--- config.mk ---
export PLATFORM = sky130hd
export DESIGN_NAME = murmur3_32_stream_hash_core
export DESIGN_NICKNAME = d
export VERILOG_FILES = /design/src/hdl/mm3_pkg.sv /design/src/hdl/mm3_mul.sv /design/src/hdl/murmur3_32_stream_hash_core.sv
export VERILOG_INCLUDE_DIRS = /design/src /design/src/hdl
export SDC_FILE = /design/constraint.sdc
export NUM_CORES = 2
export LEC_CHECK = 0
export ABC_AREA = 1
export ABC_CLOCK_PERIOD_IN_PS = 8870
export BUFFER_PORTS_ARGS = -buffer_cell sky130_fd_sc_hd__buf_4
export CELL_PAD_IN_SITES_DETAIL_PLACEMENT = 0
export CELL_PAD_IN_SITES_GLOBAL_PLACEMENT = 1
export CORE_UTILIZATION = 49
export CTS_BUF_LIST = sky130_fd_sc_hd__clkbuf_8
export DETAILED_ROUTE_END_ITERATION = 10
export HOLD_SLACK_MARGIN = 0.12
export PLACE_DENSITY = 0.87
export SYNTH_ARGS = -nofsm -noshare
export SYNTH_HDL_FRONTEND = slang
export SYNTH_SLANG_ARGS = --single-unit
--- constraint.sdc ---
create_clock -name clk -period 8.87 [get_ports clk]
set_clock_uncertainty 0.15 [all_clocks]
set_input_delay 0.4435 -clock clk [delete_from_list [all_inputs] [get_ports clk]]
set_output_delay 0.4435 -clock clk [all_outputs]
set_load 0.05 [all_outputs]
--- src/hdl/murmur3_32_stream_hash_core_defines.svh ---
// ----------------------------------------------------------------------------
// MurmurHash3 stream core assertion macros
// Shared assertion forms for the hash core. They use the clk and arst_n names
// of the module in which they stand.
// ----------------------------------------------------------------------------
`ifndef MURMUR3_32_STREAM_HASH_CORE_DEFINES_SVH
`define MURMUR3_32_STREAM_HASH_CORE_DEFINES_SVH

// The consequent must hold in the same cycle as the antecedent.
`define MM3_ASSERT_NOW(lbl, ante, cons, msg) \
	lbl: assert property (@(posedge clk) disable iff (!arst_n) (ante) |-> (cons)) \
		else $error(msg);

// The consequent must hold in the cycle after the antecedent.
`define MM3_ASSERT_NEXT(lbl, ante, cons, msg) \
	lbl: assert property (@(posedge clk) disable iff (!arst_n) (ante) |=> (cons)) \
		else $error(msg);

`endif

--- src/hdl/mm3_pkg.sv ---
// ----------------------------------------------------------------------------
// MurmurHash3 stream core package
// Constants, multiplier operand codes and register map of the hash core.
// ----------------------------------------------------------------------------
package mm3_pkg;

	// Mixing constants of MurmurHash3 x86_32.
	localparam logic [31:0] MIX_C1 = 32'hcc9e2d51;
	localparam logic [31:0] MIX_C2 = 32'h1b873593;
	localparam logic [31:0] MIX_N  = 32'he6546b64;
	localparam logic [31:0] FMIX_1 = 32'h85ebca6b;
	localparam logic [31:0] FMIX_2 = 32'hc2b2ae35;
	localparam logic [31:0] MIX_M  = 32'd5;

	// Constant operand select of the shared multiplier.
	typedef logic [2:0] mul_sel_t;
	localparam mul_sel_t MUL_C1 = 3'd0;
	localparam mul_sel_t MUL_C2 = 3'd1;
	localparam mul_sel_t MUL_M  = 3'd2;
	localparam mul_sel_t MUL_F1 = 3'd3;
	localparam mul_sel_t MUL_F2 = 3'd4;

	// Register map: the register index is the word address.
	localparam int unsigned ADDR_W = 3;
	localparam logic REG_SEED = 1'b0;

	// Constant operand for a select code.
	function automatic logic [31:0] mul_const(input mul_sel_t sel);
		logic [31:0] c;
		case (sel)
			MUL_C1: c = MIX_C1;
			MUL_C2: c = MIX_C2;
			MUL_M: c = MIX_M;
			MUL_F1: c = FMIX_1;
			MUL_F2: c = FMIX_2;
			default: c = '0;
		endcase
		return c;
	endfunction

endpackage

--- src/hdl/mm3_mul.sv ---
// ----------------------------------------------------------------------------
// MurmurHash3 shared multiplier
// Registered 32 x 32 multiplier that keeps the low 32 bits of the product;
// the second operand is one of the hash constants.
// ----------------------------------------------------------------------------
module mm3_mul (
	input  logic             clk,
	input  logic             en,
	input  logic [31:0]      a,
	input  mm3_pkg::mul_sel_t sel,
	output logic [31:0]      prod
);

	logic [31:0] prod_q;
	logic [63:0] full;

	// Full product; only the low word is kept.
	assign full = 64'(a) * 64'(mm3_pkg::mul_const(sel));

	// The product register holds its value while the unit is not in use.
	always_ff @(posedge clk) begin
		if (en) begin
			prod_q <= full[31:0];
		end
	end

	assign prod = prod_q;

endmodule

--- src/hdl/murmur3_32_stream_hash_core.sv ---
// ----------------------------------------------------------------------------
// MurmurHash3 x86_32 stream hash core: a byte that does not end a block never stalls.
// A byte that ends a block stalls for 3 multiplier passes and a hash update.
// A last beat stalls through any block or tail mix, finalization and held-result wait.
// Reset clears the seed to zero and the hash state to that seed; outputs are empty.
// ----------------------------------------------------------------------------
module murmur3_32_stream_hash_core (
	input  logic                        clk,
	input  logic                        arst_n,
	// Configuration port
	input  logic                        psel,
	input  logic                        penable,
	input  logic                        pwrite,
	input  logic [mm3_pkg::ADDR_W-1:0]  paddr,
	input  logic [31:0]                 pwdata,
	output logic [31:0]                 prdata,
	output logic                        pready,
	// Byte input channel
	input  logic                        in_valid,
	output logic                        in_stall,
	input  logic [7:0]                  byte_value,
	input  logic                        is_last,
	input  logic                        no_byte,
	// Hash output channel
	output logic                        out_valid,
	input  logic                        out_stall,
	output logic [31:0]                 hash_value,
	output logic [31:0]                 string_length
);

	// Sequencer state codes.
	localparam logic [3:0] ST_IDLE = 4'd0;
	localparam logic [3:0] ST_BK1  = 4'd1;
	localparam logic [3:0] ST_BK2  = 4'd2;
	localparam logic [3:0] ST_BH1  = 4'd3;
	localparam logic [3:0] ST_BH2  = 4'd4;
	localparam logic [3:0] ST_TK1  = 4'd5;
	localparam logic [3:0] ST_TK2  = 4'd6;
	localparam logic [3:0] ST_FM1  = 4'd7;
	localparam logic [3:0] ST_FM2  = 4'd8;
	localparam logic [3:0] ST_FM3  = 4'd9;

	logic [3:0]  state_q;
	logic [31:0] seed_q;
	logic [31:0] hash_q;
	logic [31:0] pend_q;
	logic [1:0]  phase_q;
	logic [31:0] count_q;
	logic        busy_q;
	logic        last_q;
	logic        tail_q;
	logic        out_valid_q;
	logic [31:0] hash_out_q;
	logic [31:0] len_out_q;

	logic        in_beat;
	logic        cfg_wr;
	logic        out_load;
	logic        mul_en;
	logic [31:0] mul_a;
	mm3_pkg::mul_sel_t mul_sel;
	logic [31:0] prod;
	logic [31:0] fin_t;
	logic [31:0] fin_out;

	function automatic logic [31:0] rotl15(input logic [31:0] x);
		return {x[16:0], x[31:17]};
	endfunction

	function automatic logic [31:0] rotl13(input logic [31:0] x);
		return {x[18:0], x[31:19]};
	endfunction

	// Handshakes.
	assign in_stall = (state_q != ST_IDLE);
	assign in_beat  = in_valid && !in_stall;
	assign cfg_wr   = psel && penable && pwrite && pready && (paddr[2] == mm3_pkg::REG_SEED);
	assign out_load = (state_q == ST_FM3) && (!out_valid_q || !out_stall);

	// Configuration read-back.
	assign pready = 1'b1;
	assign prdata = (paddr[2] == mm3_pkg::REG_SEED) ? seed_q : '0;

	// Operand selection for the shared multiplier.
	assign fin_t   = hash_q ^ (tail_q ? prod : '0) ^ count_q;
	assign fin_out = prod ^ {16'd0, prod[31:16]};

	always_comb begin
		mul_en  = 1'b1;
		mul_a   = '0;
		mul_sel = mm3_pkg::MUL_C1;
		case (state_q)
			ST_BK1, ST_TK1: begin
				mul_a   = pend_q;
				mul_sel = mm3_pkg::MUL_C1;
			end
			ST_BK2, ST_TK2: begin
				mul_a   = rotl15(prod);
				mul_sel = mm3_pkg::MUL_C2;
			end
			ST_BH1: begin
				mul_a   = rotl13(hash_q ^ prod);
				mul_sel = mm3_pkg::MUL_M;
			end
			ST_FM1: begin
				mul_a   = fin_t ^ {16'd0, fin_t[31:16]};
				mul_sel = mm3_pkg::MUL_F1;
			end
			ST_FM2: begin
				mul_a   = prod ^ {13'd0, prod[31:13]};
				mul_sel = mm3_pkg::MUL_F2;
			end
			default: begin
				mul_en = 1'b0;
			end
		endcase
	end

	mm3_mul u_mul (
		.clk  (clk),
		.en   (mul_en),
		.a    (mul_a),
		.sel  (mul_sel),
		.prod (prod)
	);

	// Sequencer and hash state.
	always_ff @(posedge clk or negedge arst_n) begin
		if (!arst_n) begin
			state_q <= ST_IDLE;
			seed_q  <= '0;
			hash_q  <= '0;
			pend_q  <= '0;
			phase_q <= '0;
			count_q <= '0;
			busy_q  <= 1'b0;
			last_q  <= 1'b0;
			tail_q  <= 1'b0;
		end else begin
			// A seed write reloads the hash only between strings.
			if (cfg_wr) begin
				seed_q <= pwdata;
				if (!busy_q) begin
					hash_q <= pwdata;
				end
			end
			case (state_q)
				ST_IDLE: begin
					if (in_beat) begin
						last_q <= is_last;
						if (!no_byte) begin
							busy_q  <= 1'b1;
							count_q <= count_q + 32'd1;
							phase_q <= phase_q + 2'd1;
							case (phase_q)
								2'd0: pend_q[7:0] <= byte_value;
								2'd1: pend_q[15:8] <= byte_value;
								2'd2: pend_q[23:16] <= byte_value;
								default: pend_q[31:24] <= byte_value;
							endcase
							if (phase_q == 2'd3) begin
								state_q <= ST_BK1;
							end else if (is_last) begin
								tail_q  <= 1'b1;
								state_q <= ST_TK1;
							end
						end else if (is_last) begin
							if (phase_q != 2'd0) begin
								tail_q  <= 1'b1;
								state_q <= ST_TK1;
							end else begin
								state_q <= ST_FM1;
							end
						end
					end
				end
				ST_BK1: begin
					pend_q  <= '0;
					state_q <= ST_BK2;
				end
				ST_BK2: begin
					state_q <= ST_BH1;
				end
				ST_BH1: begin
					state_q <= ST_BH2;
				end
				ST_BH2: begin
					hash_q  <= prod + mm3_pkg::MIX_N;
					state_q <= last_q ? ST_FM1 : ST_IDLE;
				end
				ST_TK1: begin
					state_q <= ST_TK2;
				end
				ST_TK2: begin
					state_q <= ST_FM1;
				end
				ST_FM1: begin
					state_q <= ST_FM2;
				end
				ST_FM2: begin
					state_q <= ST_FM3;
				end
				ST_FM3: begin
					// Restart from the seed once the result is in the output register.
					if (out_load) begin
						hash_q  <= seed_q;
						pend_q  <= '0;
						phase_q <= '0;
						count_q <= '0;
						busy_q  <= 1'b0;
						last_q  <= 1'b0;
						tail_q  <= 1'b0;
						state_q <= ST_IDLE;
					end
				end
				default: begin
					state_q <= ST_IDLE;
				end
			endcase
		end
	end

	// Output register.
	always_ff @(posedge clk or negedge arst_n) begin
		if (!arst_n) begin
			out_valid_q <= 1'b0;
		end else if (out_load) begin
			out_valid_q <= 1'b1;
		end else if (!out_stall) begin
			out_valid_q <= 1'b0;
		end
	end

	always_ff @(posedge clk) begin
		if (out_load) begin
			hash_out_q <= fin_out;
			len_out_q  <= count_q;
		end
	end

	assign out_valid     = out_valid_q;
	assign hash_value    = hash_out_q;
	assign string_length = len_out_q;

	// Assertions.
	`include "murmur3_32_stream_hash_core_defines.svh"

	`MM3_ASSERT_NEXT(a_block_starts_mix, in_beat && !no_byte && (phase_q == 2'd3),
		state_q == ST_BK1, "block byte did not start the mix")
	`MM3_ASSERT_NEXT(a_plain_byte_counts,
		in_beat && !no_byte && !is_last && (phase_q != 2'd3),
		(state_q == ST_IDLE) && (count_q == $past(count_q) + 32'd1),
		"plain byte not absorbed")
	`MM3_ASSERT_NEXT(a_result_restarts, out_load,
		out_valid_q && (count_q == 32'd0) && !busy_q && (state_q == ST_IDLE),
		"no restart after result")
	`MM3_ASSERT_NOW(a_tail_has_bytes, tail_q, phase_q != 2'd0, "tail mix without pending bytes")

endmodule
==> key figures <==
Place
  • Detailed placer's ending HPWL: 97.3 mm
  • Inst Count DP: 4,588
  • GPL Wtd Cong: 1.11
  • Post-Place Setup Slack: 0.262 ns
  • PortBufs: 147

Global routing
  • Largest net degree at the start of global routing: 95
  • First-pass GRT wire length: 166 mm
  • Overflow after GRT: 0
  • Number of global-route vias before repair: 25,500
  • Initial antenna violation count: 2
  • All-layer global routing usage: 39.5%

Yosys
  • Number of distinct library cells after synthesis: 55
  • Synth Area in XOR/XNOR: 3.35%
  • Simple-gate portion of the synthesized area: 19.4%
  • Number of synthesized register bits: 234
  • Post-synth ARST share: 59.0%
  • Synth Cell Area: 28,300 um^2
  • Synth warnings: 0
  • Seq/Total Area, Yosys: 22.4%
  • Post-Synth Adder-Cell Area: 34.5%
  • Top_reg_cell synth: dfrtp_1
  • Post-Synthesis Cells: 3,519
  • Largest family of logic cells by synthesized area: adder cells
  • EDFF count, synth: 96
  • Mux cell area share after synthesis: 0.0398%
  • Net count after synthesis: 4,106
  • Syn Area/Cell: 8.03 um^2
  • Synth Area in Compound Gates: 6.92%

Die
  • Initial Util: 49.8%
  • Total die area: 58,600 um^2
  • CORE AREA: 56,700 um^2
  • # rows: 87
  • Num ports: 151
  • DIE HEIGHT: 242 um
  • Chip Width: 242 um

Job
  • Number of max-cap violations: 0

STA
  • Min Tclk post-route: 8.56 ns
  • Final setup viols: 0
  • Max Fclk: 0.117 GHz
  • Tightest Pin Transition: 1.09 ns
  • Setup TNS: 0 ns
  • Hold Vio Cnt, Final: 0
  • Setup WS post-layout: 0.306 ns
  • Max-slew violations: 0
  • RSZ-0062 raised after global routing: false
  • Final worst path period share: 96.6%
  • Slew headroom: 27.3%

Setup path
  • WP data arrival: 8.73 ns
  • Crit path launch type: flop
  • CP Class: reg -> reg
  • CP Max Fanout: 5
  • Worst EP required: 9.04 ns
  • Slowest Stage Delay on Critical Path: 0.55 ns
  • Worst Setup End Kind: flop
  • Slowest stage cell on the critical path: fa_1
  • Most used cell, CP: inv_1

Finish
  • Share of cells above drive strength 1: 13.6%
  • Fill count: 5,427
  • Non-Filler Instances: 4,698
  • Diodes inserted: 0
  • Net count, final: 4,502
  • Area occupied by registers: 6340 um^2
  • Multi-input gate area: 18,200 um^2
  • Area Growth Syn to Fin: 16.9%

Routing
  • Final antenna-violating net count: 0
  • WL final: 114 mm
  • Wire per inst: 24.2 um
  • DRT iter0 DRCs: 2,728
  • Routed vias/inst: 5.40
  • Via count: 25,300
  • Total iterations of the first detailed-routing run: 7
  • Residual DRC: 0

Clocking
  • Root buf cell: clkbuf_8
  • Later-pin clock latency in the skew report: 0.58 ns
  • Cts bufs inserted: 37
  • CTS H-tree depth: 2
  • CTS Sinks: 234
  • Worst-path clk slew: 0.07 ns
  • CTS tree: done
  • Worst-case clock buffer depth: 3

Hold path
  • Worst hold path class: in -> reg

Run status
  • Status: complete, no violations
-- Yosys cell counts (3+ instances only) --
cell	instances	area (um^2)
buf_1	8	30.0
a21oi_1	115	576
nand2_1	764	2870
o22ai_1	20	125
xor2_1	75	657
nor4_1	9	56.3
nor2_2	8	50.1
a31oi_1	8	50.1
nand2_2	15	93.8
dfrtp_1	138	3450
inv_2	11	41.3
buf_2	19	95.1
inv_1	885	3320
or2_2	11	68.8
fa_1	407	8150
o211ai_1	34	255
ha_1	128	1600
o2111ai_1	4	35.0
xnor2_1	33	289
nor3_1	25	125
nand4_1	16	100
buf_4	5	37.5
nor2_4	7	78.8
edfxtp_1	96	2880
clkbuf_1	63	236
a211oi_1	6	45.0
o221ai_1	8	70.1
a22oi_1	7	52.6
nand3b_1	18	135
clkinv_1	3	11.3
nor3b_1	3	22.5
o21ai_0	121	606
a311oi_1	3	26.3
nor2_1	277	1040
nand3_1	141	706
-- flip-flops by register name, indices dropped and copies added, names as in the netlist --
name	flops
string_length	32
count_q	32
last_q	1
hash_value	32
tail_q	1
state_q	4
u_mul.prod	32
busy_q	1
seed_q	32
phase_q	2
out_valid	1
hash_q	32
pend_q	32
-- through the flow --
| stage | hold WS [ns] | utilization, % | cell area (um^2) |
|---|---|---|---|
| after floorplan | -0.00209 | - | 28300 |
| after global placement | 0.315 | 56.3 | 31900 |
| after detailed placement | 0.324 | 56.3 | 31900 |
| after CTS | 0.136 | 58.2 | 33000 |
| after global routing | 0.156 | 58.3 | 33000 |
| final | 0.142 | 58.3 | 33000 |
-- path summary, 6_finish.rpt --
path                                         start                  endpoint  slack (ns)  cells past startpoint
setup / recovery           count_q[16]$_DFFE_PN0P_  u_mul.prod[25]$_DFFE_PP_        0.31                     35
setup reg to reg           count_q[16]$_DFFE_PN0P_  u_mul.prod[25]$_DFFE_PP_        0.31                     35
hold reg to reg             pend_q[16]$_DFFE_PN0P_    pend_q[16]$_DFFE_PN0P_        0.34                      2
min in group asynchronous                   arst_n     seed_q[5]$_DFFE_PN0P_        0.41                      2
hold / removal                       byte_value[3]    pend_q[11]$_DFFE_PN0P_        0.14                      3
max in group asynchronous                   arst_n   count_q[25]$_DFFE_PN0P_        6.94                      3
-- kinds of logic after synthesis --
family / count (synthesis)
AND/OR/NAND/NOR: 1305
other: 1
buffers and inverters: 995
AO/OA/AOI/OAI: 340
XOR/XNOR: 108
multiplexers: 1
flip-flops: 234
adder cells (fa/ha/maj): 535
-- repair_timing --
| action | in CTS | in global routing |
|---|---|---|
| gates resized for setup | 0 | 11 |
| hold buffers | 42 | 0 |
| endpoints found under the setup margin | 0 | 8 |
| endpoints found under the hold margin | 167 | 0 |
| buffers inserted | 0 | 2 |
-- critical path, delay by kind of cell, from the launching register on --
family / cells / cell delay, ns
and+or+nand+nor: 9 / 1.44
buffers and inverters: 12 / 1.10
AOI/OAI and AO/OA: 4 / 0.54
adders and majority gates: 9 / 4.51
DFF: 1 / 0.45
xor gates and xnor gates: 1 / 0.10
-- cell type report --
class / count / share of cell area, %
clock buffers: 38 / 1.58
inverters: 899 / 10.2
well taps: 756 / 2.86
multi-input cells: 2290 / 55.0
repair buffers: 453 / 10.7
flip-flops and latches: 234 / 19.2
clock inverters: 28 / 0.420
-- layer usage --
metal	vias to the layer above	routed length, um	track usage, %
met1	12400	45600	52.9
met4	0	5910	17.2
met3	272	13600	13.0
met2	1265	48400	58.4
met5	-	0	0
li1	11400	-	-
-- cell usage in the layout (no fill, tap or decap), types with 114 or more instances in the layout --
master   instances
a21oi_1        114
buf_4          407
dfrtp_1        134
fa_1           407
ha_1           128
inv_1          898
nand2_1        762
nand3_1        140
nor2_1         275
o21ai_0        120
Power is not shown: default switching activity piles up to over one toggle a cycle in this logic, so the estimate is an artifact.
